===== config.mk =====
export PLATFORM = sky130hd
export DESIGN_NAME = hill_cipher_encoder_unit_flat
export DESIGN_NICKNAME = d
export VERILOG_FILES = /design/src/design/hce_pkg.sv /design/src/design/hce_if.sv /design/src/design/hce_front.sv /design/src/design/hce_queue.sv /design/src/design/hce_back.sv /design/src/design/hill_cipher_encoder_unit.sv /design/src/flat_wrapper.sv
export SDC_FILE = /design/constraint.sdc
export NUM_CORES = 1
export LEC_CHECK = 0
export BUFFER_PORTS_ARGS = -buffer_cell sky130_fd_sc_hd__buf_2
export CAP_MARGIN = 10
export CORE_MARGIN = 2
export CORE_UTILIZATION = 30
export CTS_CLUSTER_DIAMETER = 200
export DETAILED_ROUTE_END_ITERATION = 6
export PLACE_DENSITY = 0.41
export SETUP_SLACK_MARGIN = 0.1
export SYNTH_ARGS = -nofsm -noshare
export SYNTH_HDL_FRONTEND = slang
export SYNTH_HIERARCHICAL = 1
export SYNTH_SLANG_ARGS = --single-unit
export TNS_END_PERCENT = 20

===== constraint.sdc =====
create_clock -name clk_i -period 16 [get_ports clk_i]
set_input_delay 1.6 -clock clk_i [delete_from_list [all_inputs] [get_ports clk_i]]
set_output_delay 1.6 -clock clk_i [all_outputs]
set_load 0.01 [all_outputs]

===== src/design/hce_pkg.sv =====
package hce_pkg;

  localparam int unsigned MAX_BLOCK = 4;
  localparam int unsigned LETTER_W  = 5;
  localparam int unsigned KEY_W     = 20;
  localparam int unsigned SIZE_W    = 3;
  localparam int unsigned COL_W     = 2;
  localparam int unsigned REG_W     = 3;
  localparam int unsigned SUM_W     = 12;  // 4 * 31 * 31 fits

  localparam logic [LETTER_W-1:0] PAD_CODE = LETTER_W'(8'd88 - 8'd65);  // 'X'

  typedef enum logic [REG_W-1:0] {
    REG_BLOCK_SIZE = 3'd0,
    REG_KEY_ROW_0  = 3'd1,
    REG_KEY_ROW_1  = 3'd2,
    REG_KEY_ROW_2  = 3'd3,
    REG_KEY_ROW_3  = 3'd4
  } reg_idx_e;

  typedef logic [MAX_BLOCK-1:0][KEY_W-1:0]    key_mat_t;
  typedef logic [MAX_BLOCK-1:0][LETTER_W-1:0] letters_t;

  // one complete (possibly padded) block waiting to be encoded
  typedef struct packed {
    letters_t          letters;
    logic [SIZE_W-1:0] size;
    logic              last;
  } block_t;

  // block size register clamped to 1..MAX_BLOCK
  function automatic logic [SIZE_W-1:0] active_size(input logic [SIZE_W-1:0] bs);
    logic [SIZE_W-1:0] n;
    n = bs;
    if (bs == '0) n = SIZE_W'(1);
    else if (bs > SIZE_W'(MAX_BLOCK)) n = SIZE_W'(MAX_BLOCK);
    return n;
  endfunction

endpackage


===== src/design/hce_if.sv =====
interface hce_in_if;
  logic                         valid;
  logic                         ready;
  logic [hce_pkg::LETTER_W-1:0] plain_letter;
  logic                         message_end;

  modport source (output valid, output plain_letter, output message_end, input ready);
  modport sink   (input valid, input plain_letter, input message_end, output ready);
endinterface

interface hce_out_if;
  logic                         valid;
  logic                         ready;
  logic [hce_pkg::LETTER_W-1:0] cipher_letter;
  logic                         block_last;
  logic                         message_last;

  modport source (output valid, output cipher_letter, output block_last,
                  output message_last, input ready);
  modport sink   (input valid, input cipher_letter, input block_last,
                  input message_last, output ready);
endinterface

interface hce_cfg_if;
  logic                      valid;
  logic                      ready;
  logic [hce_pkg::REG_W-1:0] reg_index;
  logic [hce_pkg::KEY_W-1:0] wdata;

  modport source (output valid, output reg_index, output wdata, input ready);
  modport sink   (input valid, input reg_index, input wdata, output ready);
endinterface


===== src/design/hce_front.sv =====
module hce_front (
  input  logic                    clk_i,
  input  logic                    rst_ni,
  hce_in_if.sink                  in_i,
  input  logic [hce_pkg::SIZE_W-1:0] size_i,
  input  logic                    q_full_i,
  output logic                    push_o,
  output hce_pkg::block_t         push_data_o
);
  import hce_pkg::*;

  letters_t         held_letters_q;
  logic [COL_W-1:0] held_count_q, held_count_d;
  logic [SIZE_W-1:0] fill;
  logic             accept, done;

  assign in_i.ready = !q_full_i;
  assign accept     = in_i.valid && in_i.ready;
  assign fill       = SIZE_W'(held_count_q) + SIZE_W'(1);
  assign done       = (fill >= size_i) || in_i.message_end;
  assign push_o     = accept && done;

  always_comb begin
    push_data_o.size = size_i;
    push_data_o.last = in_i.message_end;
    for (int j = 0; j < MAX_BLOCK; j++) begin
      if (COL_W'(j) < held_count_q) push_data_o.letters[j] = held_letters_q[j];
      else if (COL_W'(j) == held_count_q) push_data_o.letters[j] = in_i.plain_letter;
      else push_data_o.letters[j] = PAD_CODE;
    end
  end

  always_comb begin
    held_count_d = held_count_q;
    if (accept) held_count_d = done ? '0 : fill[COL_W-1:0];
  end

  always_ff @(posedge clk_i or negedge rst_ni) begin
    if (!rst_ni) begin
      held_count_q <= '0;
    end else begin
      held_count_q <= held_count_d;
    end
  end

  always_ff @(posedge clk_i) begin
    if (accept) held_letters_q[held_count_q] <= in_i.plain_letter;
  end

endmodule


===== src/design/hce_queue.sv =====
module hce_queue (
  input  logic            clk_i,
  input  logic            rst_ni,
  input  logic            push_i,
  input  hce_pkg::block_t push_data_i,
  input  logic            pop_i,
  output logic            full_o,
  output logic            valid_o,
  output hce_pkg::block_t head_o
);
  import hce_pkg::*;

  localparam int unsigned DEPTH = 2;

  block_t     entries_q [DEPTH];
  logic       wr_ptr_q, rd_ptr_q;
  logic [1:0] count_q, count_d;
  logic       do_push, do_pop;

  assign full_o  = (count_q == 2'(DEPTH));
  assign valid_o = (count_q != '0);
  assign head_o  = entries_q[rd_ptr_q];
  assign do_push = push_i && !full_o;
  assign do_pop  = pop_i && valid_o;

  always_comb begin
    count_d = count_q;
    if (do_push && !do_pop) count_d = count_q + 2'd1;
    else if (do_pop && !do_push) count_d = count_q - 2'd1;
  end

  always_ff @(posedge clk_i or negedge rst_ni) begin
    if (!rst_ni) begin
      wr_ptr_q <= 1'b0;
      rd_ptr_q <= 1'b0;
      count_q  <= '0;
    end else begin
      count_q <= count_d;
      if (do_push) wr_ptr_q <= !wr_ptr_q;
      if (do_pop) rd_ptr_q <= !rd_ptr_q;
    end
  end

  always_ff @(posedge clk_i) begin
    if (do_push) entries_q[wr_ptr_q] <= push_data_i;
  end

endmodule


===== src/design/hce_back.sv =====
module hce_back (
  input  logic              clk_i,
  input  logic              rst_ni,
  input  hce_pkg::key_mat_t keys_i,
  input  logic              head_valid_i,
  input  hce_pkg::block_t   head_i,
  output logic              pop_o,
  hce_out_if.source         out_o
);
  import hce_pkg::*;

  logic [COL_W-1:0]    col_q, col_d;
  logic                take, last_col;
  logic [SUM_W-1:0]    dot;
  logic                s1_valid_q, s1_ready, s2_ready;
  logic [SUM_W-1:0]    s1_sum_q;
  logic                s1_blast_q, s1_mlast_q;
  logic                out_valid_q;
  logic [LETTER_W-1:0] out_letter_q;
  logic                out_blast_q, out_mlast_q;
  logic [20:0]         recip_prod;
  logic [7:0]          quot;
  logic [SUM_W-1:0]    rem_raw;
  logic [LETTER_W:0]   rem;
  logic [LETTER_W-1:0] letter_mod;

  assign s2_ready = !out_valid_q || out_o.ready;
  assign s1_ready = !s1_valid_q || s2_ready;
  assign take     = head_valid_i && s1_ready;
  assign last_col = (SIZE_W'(col_q) + SIZE_W'(1) == head_i.size);
  assign pop_o    = take && last_col;

  // one column of the row-vector times key product
  always_comb begin
    dot = '0;
    for (int j = 0; j < MAX_BLOCK; j++) begin
      if (SIZE_W'(j) < head_i.size)
        dot = dot + SUM_W'(head_i.letters[j] * keys_i[j][LETTER_W*col_q +: LETTER_W]);
    end
  end

  always_comb begin
    col_d = col_q;
    if (take) col_d = last_col ? '0 : col_q + COL_W'(1);
  end

  // mod 26: 315/8192 underestimates 1/26 by less than one unit over the sum range,
  // so at most one correction
  always_comb begin
    recip_prod = 21'(s1_sum_q) * 21'd315;
    quot       = recip_prod[20:13];
    rem_raw    = s1_sum_q - SUM_W'(12'(quot) * 12'd26);
    rem        = rem_raw[LETTER_W:0];
    letter_mod = (rem >= 6'd26) ? LETTER_W'(rem - 6'd26) : rem[LETTER_W-1:0];
  end

  always_ff @(posedge clk_i or negedge rst_ni) begin
    if (!rst_ni) begin
      col_q       <= '0;
      s1_valid_q  <= 1'b0;
      out_valid_q <= 1'b0;
    end else begin
      col_q <= col_d;
      if (s1_ready) s1_valid_q <= head_valid_i;
      if (s2_ready) out_valid_q <= s1_valid_q;
    end
  end

  always_ff @(posedge clk_i) begin
    if (take) begin
      s1_sum_q   <= dot;
      s1_blast_q <= last_col;
      s1_mlast_q <= last_col && head_i.last;
    end
    if (s1_valid_q && s2_ready) begin
      out_letter_q <= letter_mod;
      out_blast_q  <= s1_blast_q;
      out_mlast_q  <= s1_mlast_q;
    end
  end

  assign out_o.valid         = out_valid_q;
  assign out_o.cipher_letter = out_letter_q;
  assign out_o.block_last    = out_blast_q;
  assign out_o.message_last  = out_mlast_q;

endmodule


===== src/design/hill_cipher_encoder_unit.sv =====
// Channel | Dir | Beat payload                               | Accepted when
// cfg_i   | in  | reg_index, wdata                           | valid && ready
// in_i    | in  | plain_letter, message_end                  | valid && ready
// out_o   | out | cipher_letter, block_last, message_last    | valid && ready
//
// One plaintext letter per cycle in while the queue has room, one cipher letter
// per cycle out while out_o is ready. A block leaves as block_size beats,
// passing the queue, column product/sum and mod-26 output registers in order.
// The two-entry block queue decouples gathering from encoding; in_i stalls only
// when it is full. Reset: block size 3, identity key, no partial block held.
module hill_cipher_encoder_unit (
  input  logic      clk_i,
  input  logic      rst_ni,
  hce_cfg_if.sink   cfg_i,
  hce_in_if.sink    in_i,
  hce_out_if.source out_o
);
  import hce_pkg::*;

  logic [SIZE_W-1:0] block_size_q;
  key_mat_t          keys_q;
  logic [SIZE_W-1:0] size_act;
  logic              q_full, q_valid, push, pop;
  block_t            push_data, head;

  assign cfg_i.ready = 1'b1;
  assign size_act    = active_size(block_size_q);

  always_ff @(posedge clk_i or negedge rst_ni) begin
    if (!rst_ni) begin
      block_size_q <= SIZE_W'(3);
      keys_q[0]    <= KEY_W'(1);
      keys_q[1]    <= KEY_W'(32);
      keys_q[2]    <= KEY_W'(1024);
      keys_q[3]    <= KEY_W'(32768);
    end else if (cfg_i.valid) begin
      case (reg_idx_e'(cfg_i.reg_index))
        REG_BLOCK_SIZE: block_size_q <= cfg_i.wdata[SIZE_W-1:0];
        REG_KEY_ROW_0:  keys_q[0] <= cfg_i.wdata;
        REG_KEY_ROW_1:  keys_q[1] <= cfg_i.wdata;
        REG_KEY_ROW_2:  keys_q[2] <= cfg_i.wdata;
        REG_KEY_ROW_3:  keys_q[3] <= cfg_i.wdata;
        default: ;
      endcase
    end
  end

  hce_front u_front (
    .clk_i       (clk_i),
    .rst_ni      (rst_ni),
    .in_i        (in_i),
    .size_i      (size_act),
    .q_full_i    (q_full),
    .push_o      (push),
    .push_data_o (push_data)
  );

  hce_queue u_queue (
    .clk_i       (clk_i),
    .rst_ni      (rst_ni),
    .push_i      (push),
    .push_data_i (push_data),
    .pop_i       (pop),
    .full_o      (q_full),
    .valid_o     (q_valid),
    .head_o      (head)
  );

  hce_back u_back (
    .clk_i        (clk_i),
    .rst_ni       (rst_ni),
    .keys_i       (keys_q),
    .head_valid_i (q_valid),
    .head_i       (head),
    .pop_o        (pop),
    .out_o        (out_o)
  );

endmodule


===== src/flat_wrapper.sv =====
// flat-port wrapper written by rule: the top's interface ports become plain ports
module hill_cipher_encoder_unit_flat import hce_pkg::*;
  (clk_i, rst_ni, cfg_i_valid, cfg_i_reg_index, cfg_i_wdata, cfg_i_ready, in_i_valid, in_i_plain_letter, in_i_message_end, in_i_ready, out_o_valid, out_o_cipher_letter, out_o_block_last, out_o_message_last, out_o_ready);
  hce_cfg_if cfg_i_i ();
  hce_in_if in_i_i ();
  hce_out_if out_o_i ();
  input  logic clk_i;
  input  logic rst_ni;
  input wire logic [$bits(cfg_i_i.valid)-1:0] cfg_i_valid;
  input wire logic [$bits(cfg_i_i.reg_index)-1:0] cfg_i_reg_index;
  input wire logic [$bits(cfg_i_i.wdata)-1:0] cfg_i_wdata;
  output wire logic [$bits(cfg_i_i.ready)-1:0] cfg_i_ready;
  input wire logic [$bits(in_i_i.valid)-1:0] in_i_valid;
  input wire logic [$bits(in_i_i.plain_letter)-1:0] in_i_plain_letter;
  input wire logic [$bits(in_i_i.message_end)-1:0] in_i_message_end;
  output wire logic [$bits(in_i_i.ready)-1:0] in_i_ready;
  output wire logic [$bits(out_o_i.valid)-1:0] out_o_valid;
  output wire logic [$bits(out_o_i.cipher_letter)-1:0] out_o_cipher_letter;
  output wire logic [$bits(out_o_i.block_last)-1:0] out_o_block_last;
  output wire logic [$bits(out_o_i.message_last)-1:0] out_o_message_last;
  input wire logic [$bits(out_o_i.ready)-1:0] out_o_ready;
  assign cfg_i_i.valid = cfg_i_valid;
  assign cfg_i_i.reg_index = cfg_i_reg_index;
  assign cfg_i_i.wdata = cfg_i_wdata;
  assign cfg_i_ready = cfg_i_i.ready;
  assign in_i_i.valid = in_i_valid;
  assign in_i_i.plain_letter = in_i_plain_letter;
  assign in_i_i.message_end = in_i_message_end;
  assign in_i_ready = in_i_i.ready;
  assign out_o_valid = out_o_i.valid;
  assign out_o_cipher_letter = out_o_i.cipher_letter;
  assign out_o_block_last = out_o_i.block_last;
  assign out_o_message_last = out_o_i.message_last;
  assign out_o_i.ready = out_o_ready;
  hill_cipher_encoder_unit u_core (.clk_i(clk_i), .rst_ni(rst_ni), .cfg_i(cfg_i_i), .in_i(in_i_i), .out_o(out_o_i));
endmodule

==> results.txt, run 1 <==
htree depth: 4
routed vias: 8,231
most frequent cell after synthesis: inv_1
cell taking the most area after synthesis: edfxtp_1
Post-synth top flop: dfrtp_1
area grow syn2layout: 10.02%
HPWL Detailed: 24.84 mm
CTS clock-pin slew for the worst setup and hold paths: 80 ps
Final Critical Period: 11,730 ps
detailed-route DRC error count: 0
Ys Warns: 6
gpl congestion: 0.7666
Critical Path RT: 16,200 ps
Total GRT Usage: 14.15%
maximum clock rate: 0.08526 GHz
post-CTS resize count: 0
Mapped Cells: 1,164
post-synthesis mux area share: 14.39%
crit path DAT: 11,930 ps
clk_lat worst skew: 450 ps
Post-Synth Adder-Cell Area: 26.68%
Seq cells post-synth: 177
# diodes: 0
status: finished clean
number of flops mapped to enable cells by yosys: 84
CORE AREA: 45,380 µm²
routed wire length: 31.51 mm
setup TNS: 0 ps
Net Count, Synth: 1,434
global-route wire length before repair: 51.01 mm
vias in the first global route: 8,728
Setup Viol. Count Final: 0
Most common cell on crit path: fa_1
starting density of the core: 30.40%
max-slew violation count: 0
DR pass1 iterations: 4
die footprint: 47,720 µm²
asr flop ratio synth: 52.54%
Area contributors post-synth: edfxtp_1 (18%), dfrtp_1 (16%), fa_1 (14%)
largest net degree at the start of global routing: 76
Post-Syn Area: 13,800 µm²
slowest cell on the critical path: dfrtp_1
Critical Path Sink Type: flop
simple-gate area share of the yosys netlist: 8.815%
I/O Pins: 44
worst slew pin tran: 1079 ps
Worst Skew: 18.50 ps
post-synth top area share: 18.28%
Post-Synth XOR/XNOR Area: 3.147%
Final Cycle Share: 73.30%
RSZ-0062 raised after global routing: no
Final Hold Viols: 0
Hold Path Class: reg -> reg
row count: 78
Setup CP Type: reg -> reg
nets@finish: 1,473
Hold Buf Count CTS: 0
Slew Limit Headroom: 28.10%
TritonCTS clock tree: done
compound-cell area share of the yosys netlist: 5.632%
Num Clock Sinks: 177
clock buffer depth: 2
synth unique cells: 61
Die Height: 218.5 µm
drt via density: 4.532
CP max stage delay: 770 ps
maxcap violations: 0
Die Wd: 218.5 µm
CTS root buf: clkbuf_16
Avg Inst Size Synth: 11.85 µm²
initial antenna violation count: 1
Antenna Nets Post-Route: 0
Setup crit start kind: flop
drt first-iter violations: 327
largest family of logic cells by synthesized area: adder cells
crit path max fanout: 11
detail-routed net length per standard cell: 17.35 µm
total CTS buffers: 17
total setup buffers inserted after CTS: 0
PortBufs: 42
sequential area share after synthesis: 35.20%
layout cells sized above 1: 18.83%
Synth top cells by count: inv_1 (169), ha_1 (139), fa_1 (97)
GR Overflow Total: 0
sequential cells by signal (all words and copies together), names as in the netlist:
| signal | cells |
|---|---|
| u_core/u_back/s1_valid_q | 1 |
| u_core/keys_q | 80 |
| u_core/u_queue/entries_q | 48 |
| u_core/u_back/out_o.cipher_letter | 5 |
| u_core/u_queue/rd_ptr_q | 1 |
| u_core/u_back/out_o.block_last | 1 |
| u_core/u_back/s1_mlast_q | 1 |
| u_core/u_queue/wr_ptr_q | 1 |
| u_core/u_back/out_o.message_last | 1 |
| u_core/u_front/held_count_q | 2 |
| u_core/u_back/s1_blast_q | 1 |
| u_core/u_back/s1_sum_q | 12 |
| u_core/u_front/held_letters_q | 15 |
| u_core/block_size_q | 3 |
| u_core/u_back/out_o.valid | 1 |
| u_core/u_back/col_q | 2 |
| u_core/u_queue/count_q | 2 |
per-stage QoR:
step | setup WS, ps | cell area, µm² | utilization (%) | hold WS, ps | cells
global route | 3642 | 15180 | 33.45 | 438.2 | 1816
finish | 4272 | 15180 | 33.45 | 430.5 | 1816
detailed placement | 4251 | 14620 | 32.21 | 419.4 | 1784
global placement | 4365 | 14620 | 32.21 | 410.6 | 1784
floorplan | 4775 | 13800 | - | 400.3 | 1164
CTS | 4246 | 15180 | 33.45 | 428.4 | 1816
final timing paths:
| kind | start | slack (ps) | cells after the start | endpoint |
|---|---|---|---|---|
| max | u_core/u_back/col_q[0] | 4270 | 37 | u_core/u_back/s1_sum_q[10] |
| min | u_core/u_back/s1_mlast_q | 430 | 0 | u_core/u_back/out_o.message_last |
| max reg2reg | u_core/u_back/col_q[0] | 4270 | 37 | u_core/u_back/s1_sum_q[10] |
| min reg2reg | u_core/u_back/s1_mlast_q | 430 | 0 | u_core/u_back/out_o.message_last |
| max in group asynchronous | rst_ni | 13710 | 2 | u_core/keys_q[43] |
| min in group asynchronous | rst_ni | 1020 | 1 | u_core/keys_q[77] |
cells by family after synthesis:
logic type      after synthesis
flops                       177
compound gates              121
xor+xnor                     48
mux                         144
buf+inv                     199
fa+ha+maj                   236
simple gates                238
other cells                   1
layer usage:
metal,global-route usage (%),part of all wire [%],wire [µm],up-vias
met3,1.935,2.0,617,33
met2,24.06,50,15630,91
met4,4.762,2.1,652,0
met5,0,0,0,-
li1,-,-,-,4024
met1,18.47,46,14610,4083
cell usage in the layout, fill, tap and decap left out, drive strengths merged, types with 6 or more instances in the layout:
master and n:
nor3 13, and2 67, a21oi 36, xor2 21, nand2 84, nor2 33
o21bai 6, fa 97, inv 174, dfstp 6, mux2i 6, or2 6
buf 50, nor2b 6, edfxtp 84, clkbuf 20, a21o 15, o21ai 26
xnor2 26, nand2b 11, ha 139, mux2 118, dfrtp 87, mux4 20
worst max-delay path, delay by kind of cell, from the launching register on:
kind,cells,cell delay [ps]
multiplexers,2,950
buffers and inverters,5,210
adder cells (fa/ha/maj),16,7290
AND/OR/NAND/NOR,3,300
flip-flops,1,770
XOR/XNOR,4,760
AO/OA/AOI/OAI,7,1220
area by class of cell:
class	instances	area, µm²
timing repair buffer	50	272.8
sequential	177	4857
inverter	169	634.4
tap	600	750.7
fill	4590	30200
multi-input combinational	788	8100
clock buffer	20	436.7
clock inverter	12	127.6
Power of run 1 is not shown: default switching activity piles up to over one toggle a cycle in this logic, so the estimate is an artifact.
==> inputs of run 2 (changes only) <==
==> constraint.sdc (replaced) <==
create_clock -name clk_i -period 11.3 [get_ports clk_i]
set_input_delay 1.13 -clock clk_i [delete_from_list [all_inputs] [get_ports clk_i]]
set_output_delay 1.13 -clock clk_i [all_outputs]
set_load 0.01 [all_outputs]
==> results.txt, run 2 (synthesis gave the netlist of run 1 again) <==
gpl congestion: 0.7611 (-0.72%)
total CTS buffers: 17 (unchanged)
vias in the first global route: 8,615 (-1.3%)
HPWL Detailed: 25.23 mm (+1.6%)
Final Hold Viols: 0 (unchanged)
CP Buf/Inv Count: 6 (+1)
status: finished clean
Die Height: 218.5 µm (unchanged)
Critical path origin: u_core/u_back/col_q[0]
TritonCTS clock tree: done
initial antenna violation count: 1 (unchanged)
biggest regs: u_core/keys_q (80), u_core/u_queue/entries_q (48), u_core/u_front/held_letters_q (15)
path depth of the worst reg2reg path: 37 (unchanged)
I/O Pins: 44 (unchanged)
Setup Viol. Count Final: 0 (unchanged)
Num Clock Sinks: 177 (unchanged)
Antenna Nets Post-Route: 0 (unchanged)
Worst Setup EP: u_core/u_back/s1_sum_q[8]
Most common cell on crit path: fa_1
Slew Limit Headroom: 30.63% (+2.5 points)
max-slew violation count: 0 (unchanged)
Critical R2R Capture: u_core/u_back/s1_sum_q[8]
commonest non-fill, non-tap cell in the layout: inv_1
# diodes: 0 (unchanged)
CORE AREA: 45,380 µm² (unchanged)
CTS clock-pin slew for the worst setup and hold paths: 70 ps (about the same)
layout cells sized above 1: 20.45% (+1.6 points)
Final Cycle Share: 95.15% (+22 points)
drt first-iter violations: 391 (+20%)
Worst Skew: 10.22 ps (-8.280 ps)
Crit path depth: 37 (unchanged)
crit path max fanout: 5 (-6)
Most Crowded Layer GR: met2
routed wire length: 31.51 mm (about the same)
nets@finish: 1,489 (+1.1%)
critical path's top delay family: adder cells
routed vias: 8,343 (+1.4%)
CP max stage delay: 550 ps (-220 ps)
most frequent cells in the layout: inv_1 (169), ha_1 (138), fa_1 (96)
maxcap violations: 0 (unchanged)
Setup crit start kind: flop
detailed-route DRC error count: 0 (unchanged)
die footprint: 47,720 µm² (unchanged)
grt met2 use: 24.07% (about the same)
area grow syn2layout: 11.42%
worst slew pin tran: 1041 ps (-37.91 ps)
row count: 78 (unchanged)
Critical Path RT: 11,480 ps (-4720 ps)
crit path DAT: 10,930 ps (-1000 ps)
detail-routed net length per standard cell: 17.20 µm (-0.86%)
largest net degree at the start of global routing: 48 (-37%)
PortBufs: 42 (unchanged)
GR Util met3: 1.754% (-0.18 points)
Critical Path Sink Type: flop
setup slack after layout: 548.1 ps (-3724 ps)
maximum clock rate: 0.09301 GHz (+9.1%)
Total GRT Usage: 13.89% (-0.27 points)
Top reg by flops: u_core/keys_q
worst r2r src: u_core/u_back/col_q[0]
clock buffer depth: 2 (unchanged)
Place WS: -8.962 ps (-4260 ps)
RSZ-0062 raised after global routing: yes
Die Wd: 218.5 µm (unchanged)
drt via density: 4.554 (+0.48%)
DR pass1 iterations: 5 (+1)
htree depth: 4 (unchanged)
hold path start: u_core/u_back/s1_mlast_q
worst reg2reg setup slack: 550 ps (-3720 ps)
global-route wire length before repair: 50.08 mm (-1.8%)
starting density of the core: 30.40% (unchanged)
Final Critical Period: 10,750 ps (-976.5 ps)
slowest cell on the critical path: mux4_2
Largest register FFs: 80 (unchanged)
routing usage on met1: 18.14% (-0.33 points)
Hold Path Class: reg -> reg
clk_lat worst skew: 450 ps (about the same)
GR Overflow Total: 0 (unchanged)
Setup CP Type: reg -> reg
CTS root buf: clkbuf_16
## run 2: changes by cell type in the layout (fill, tap and decap cells not counted), moves of 2 or more
cell / previous run / this run
buf_4: 9 / 24
a21oi_1: 36 / 32
clkinv_1: 0 / 3
a21oi_2: 0 / 4
inv_6: 3 / 1
bufinv_16: 1 / 3
## run 2: timing repair
item,4_1_cts,5_1_grt
hold buffers,0,0
hold endpoints to repair,0,0
setup endpoints to repair,3,5
cloned,0,0
gates resized for setup,1,10
setup buffers,2,0
pin swaps,0,5
## run 2: per-layer routing
| metal | part of all wire, % | wire length [µm] |
|---|---|---|
| met1 | 47 | 14750 |
| met2 | 50 | 15820 |
| met3 | 1.6 | 497 |
| met4 | 1.4 | 445 |
| met5 | 0 | 0 |
## run 2: area by class of cell
type                    instances  area (µm²)
well taps                     600       750.7
clock buffers                  19       432.9
clock inverters                13       158.9
inverters                     169       634.4
repair buffers                 66       396.6
flip-flops and latches        177        4858
fillers                      4595       30010
multi-input cells             788        8140
## run 2: how the worst min path moves through the flow
stage                                                  end  cells after the start
after CTS                 u_core/u_back/out_o.message_last                      0
after global routing      u_core/u_back/out_o.message_last                      0
after global placement    u_core/u_back/out_o.message_last                      0
after detailed placement  u_core/u_back/out_o.message_last                      0
final                     u_core/u_back/out_o.message_last                      0
after floorplan             u_core/u_back/out_o.block_last                      0
## run 2: per-stage QoR
stage                     cells  setup TNS, ps  utilization [%]  hold slack (ps)  cell area (µm²)
after floorplan            1164              0                -            400.3            13800
after global placement     1798              0            32.44            410.8            14720
after detailed placement   1798         -15.98            32.44            414.3            14720
after CTS                  1832              0            33.78            430.7            15330
after global routing       1832              0            33.87            430.8            15370
final                      1832              0            33.87            426.8            15370
Power of run 2 is left out for the same reason.
==> inputs of run 3 (changes only) <==
--- a/config.mk
+++ b/config.mk
@@ -15,6 +15,5 @@
 export SETUP_SLACK_MARGIN = 0.1
 export SYNTH_ARGS = -nofsm -noshare
 export SYNTH_HDL_FRONTEND = slang
-export SYNTH_HIERARCHICAL = 1
 export SYNTH_SLANG_ARGS = --single-unit
 export TNS_END_PERCENT = 20
==> results.txt, run 3 <==
Setup CP Type: reg -> reg
routing usage on met1: 19.38% (+1.2 points)
max-slew violation count: 0 (unchanged)
Top reg by flops: u_core.keys_q
routed vias: 8,279 (-0.77%)
vias in the first global route: 8,828 (+2.5%)
maximum clock rate: 0.09351 GHz (+0.54%)
Critical R2R Capture: u_core.u_back.s1_sum_q[9]
Seq cells post-synth: 177 (unchanged)
Post-Syn Area: 13,580 µm² (-1.5%)
crit path DAT: 10,900 ps (-30 ps)
worst slew pin tran: 1146 ps (+105.7 ps)
path depth of the worst reg2reg path: 39 (+5.4%)
total CTS buffers: 17 (unchanged)
TritonCTS clock tree: done
Area contributors post-synth: edfxtp_1 (19%), dfrtp_1 (16%), fa_1 (14%)
worst r2r src: u_core.u_back.col_q[0]
starting density of the core: 30.59% (+0.18 points)
Worst Skew: 6.536 ps (-3.681 ps)
Largest register FFs: 80 (unchanged)
biggest regs: u_core.keys_q (80), u_core.u_queue.entries_q (48), u_core.u_front.held_letters_q (15)
RSZ-0062 raised after global routing: no
number of flops mapped to enable cells by yosys: 84 (unchanged)
Critical Path RT: 11,510 ps (+30 ps)
detailed-route DRC error count: 0 (unchanged)
worst reg2reg setup slack: 610 ps (+60 ps)
Hold Buf Count CTS: 0 (unchanged)
Most common cell on crit path: fa_1
Most Crowded Layer GR: met2
synth unique cells: 58 (-4.9%)
clock buffer depth: 2 (unchanged)
Synth top cells by count: inv_1 (158), ha_1 (139), mux2_2 (113)
DR pass1 iterations: 4 (-1)
routed wire length: 31.32 mm (-0.60%)
Total GRT Usage: 14.12% (+0.23 points)
post-synth top area share: 18.57% (+0.29 points)
Setup crit start kind: flop
largest net degree at the start of global routing: 53 (+10%)
maxcap violations: 0 (unchanged)
Placed Cells incl. Taps: 1,792 (-0.33%)
CTS clock-pin slew for the worst setup and hold paths: 70 ps (about the same)
fill cell total of the finished layout: 4,464 (-2.9%)
htree depth: 4 (unchanged)
Post-Layout Cell Count: 1,829 (-0.16%)
cell taking the most area after synthesis: edfxtp_1
GR Util met3: 2.110% (+0.36 points)
Slew Limit Headroom: 23.37% (-7.3 points)
slowest cell on the critical path: mux4_2
setup slack after layout: 606.2 ps (+58.10 ps)
most frequent cells in the layout: inv_1 (158), ha_1 (137), mux2_2 (113)
CORE AREA: 44,410 µm² (-2.1%)
Net Count, Synth: 1,435 (+0.070%)
asr flop ratio synth: 52.54% (unchanged)
Avg Inst Size Synth: 11.66 µm² (-1.6%)
row count: 77 (-1.3%)
crit path max fanout: 6 (+1)
Die Height: 216.8 µm (-0.76%)
Hold Path Class: reg -> reg
HPWL Detailed: 25.18 mm (-0.22%)
detail-routed net length per standard cell: 17.12 µm (-0.44%)
die footprint: 47,000 µm² (-1.5%)
drt via density: 4.527 (-0.60%)
CP max stage delay: 570 ps (+20 ps)
area grow syn2layout: 12.40%
Final Critical Period: 10,690 ps (-58.10 ps)
Mapped Cells: 1,165 (+0.086%)
final core utilization: 34.38% (+0.50 points)
Worst Setup EP: u_core.u_back.s1_sum_q[9]
initial antenna violation count: 1 (unchanged)
Ys Warns: 0 (-6)
Critical path origin: u_core.u_back.col_q[0]
GR Overflow Total: 0 (unchanged)
nets@finish: 1,493 (+0.27%)
grt met2 use: 23.28% (-0.79 points)
CTS root buf: clkbuf_16
drt first-iter violations: 285 (-27%)
Setup Viol. Count Final: 0 (unchanged)
most frequent cell after synthesis: inv_1
Final Hold Viols: 0 (unchanged)
global-route wire length before repair: 50.77 mm (+1.4%)
Critical Path Sink Type: flop
Final Cycle Share: 94.64% (-0.51 points)
PortBufs: 42 (unchanged)
Place WS: -45.80 ps (-36.84 ps)
Die Wd: 216.8 µm (-0.76%)
Post-synth top flop: dfrtp_1
layout cells sized above 1: 20.71% (+0.26 points)
Antenna Nets Post-Route: 0 (unchanged)
status: finished clean
I/O Pins: 44 (unchanged)
sequential area share after synthesis: 35.76% (+0.55 points)
commonest non-fill, non-tap cell in the layout: inv_1
clk_lat worst skew: 450 ps (about the same)
Num Clock Sinks: 177 (unchanged)
gpl congestion: 0.7411 (-2.6%)
-- run 3: cell types whose count changed after synthesis, sizes merged, moves of 7 or more --
cell	delta
and2	-28
nor2b	+25
nand2	+14
buf	-12
inv	-11
mux2i	+11
nand2b	+8
clkbuf	+7
-- run 3: how the worst min path moves through the flow --
stage	start	to	slack, ps	depth (start not counted)
after floorplan	u_core.u_back.s1_blast_q	u_core.u_back.out_o.block_last	400	0
after global placement	u_core.u_back.s1_mlast_q	u_core.u_back.out_o.message_last	410	0
after detailed placement	u_core.u_back.s1_mlast_q	u_core.u_back.out_o.message_last	410	0
after CTS	u_core.u_back.s1_mlast_q	u_core.u_back.out_o.message_last	430	0
after global routing	u_core.u_back.s1_mlast_q	u_core.u_back.out_o.message_last	430	0
final	u_core.u_back.s1_mlast_q	u_core.u_back.out_o.message_last	430	0
-- run 3: cell families (layout without fill, tap and decap cells) --
group	count (synthesis)	after routing	share of synthesized area (%)
muxes	151	151	13.99
xor gates and xnor gates	48	48	3.095
other	1	2	0.02761
adders and majority gates	236	236	27.10
AOI/OAI and AO/OA	114	114	5.480
buffers and inverters	183	254	5.140
DFF	177	177	35.76
and+or+nand+nor	255	255	9.413
-- run 3: timing repair --
item                       4_1_cts  5_1_grt
hold endpoints to repair         0        0
pin swaps                        0        8
setup buffers                    0        4
resized for setup                2       15
setup endpoints to repair        4        5
-- run 3: metal layers --
layer,share of wire [%],routed length (µm),vias up
li1,-,-,4076
met1,49,15350,4116
met2,48,14980,64
met3,1.8,558,23
met4,1.4,429,0
met5,0,0,-
-- run 3: worst max-delay path: cells and delay by family, from the launching register on --
kind	cells	cell delay [ps]
adders and majority gates	16	6720
muxes	3	1140
AOI/OAI and AO/OA	5	980
xor gates and xnor gates	4	510
DFF	1	450
buffers and inverters	8	390
and+or+nand+nor	3	230
-- run 3: through the flow --
stage	hold WS (ps)	cell area [µm²]	setup TNS [ps]
floorplan	400.3	13590	0
detailed placement	410.7	14580	-71.71
finish	430.3	15270	0
CTS	428.3	15170	0
global placement	408.7	14580	0
global route	428.7	15270	0
-- run 3: cell type report --
| class | instances | area, µm² | area share, % |
|---|---|---|---|
| Multi-Input combinational cell | 805 | 8104 | 53.08 |
| Timing Repair Buffer | 64 | 381.6 | 2.499 |
| Sequential cell | 177 | 4858 | 31.82 |
| Antenna cell | 1 | 2.502 | 0.01639 |
| Inverter | 158 | 593.1 | 3.884 |
| Clock inverter | 11 | 116.4 | 0.7621 |
| Tap cell | 592 | 740.7 | 4.851 |
| Clock buffer | 21 | 471.7 | 3.089 |
Power of run 3 is left out for the same reason.
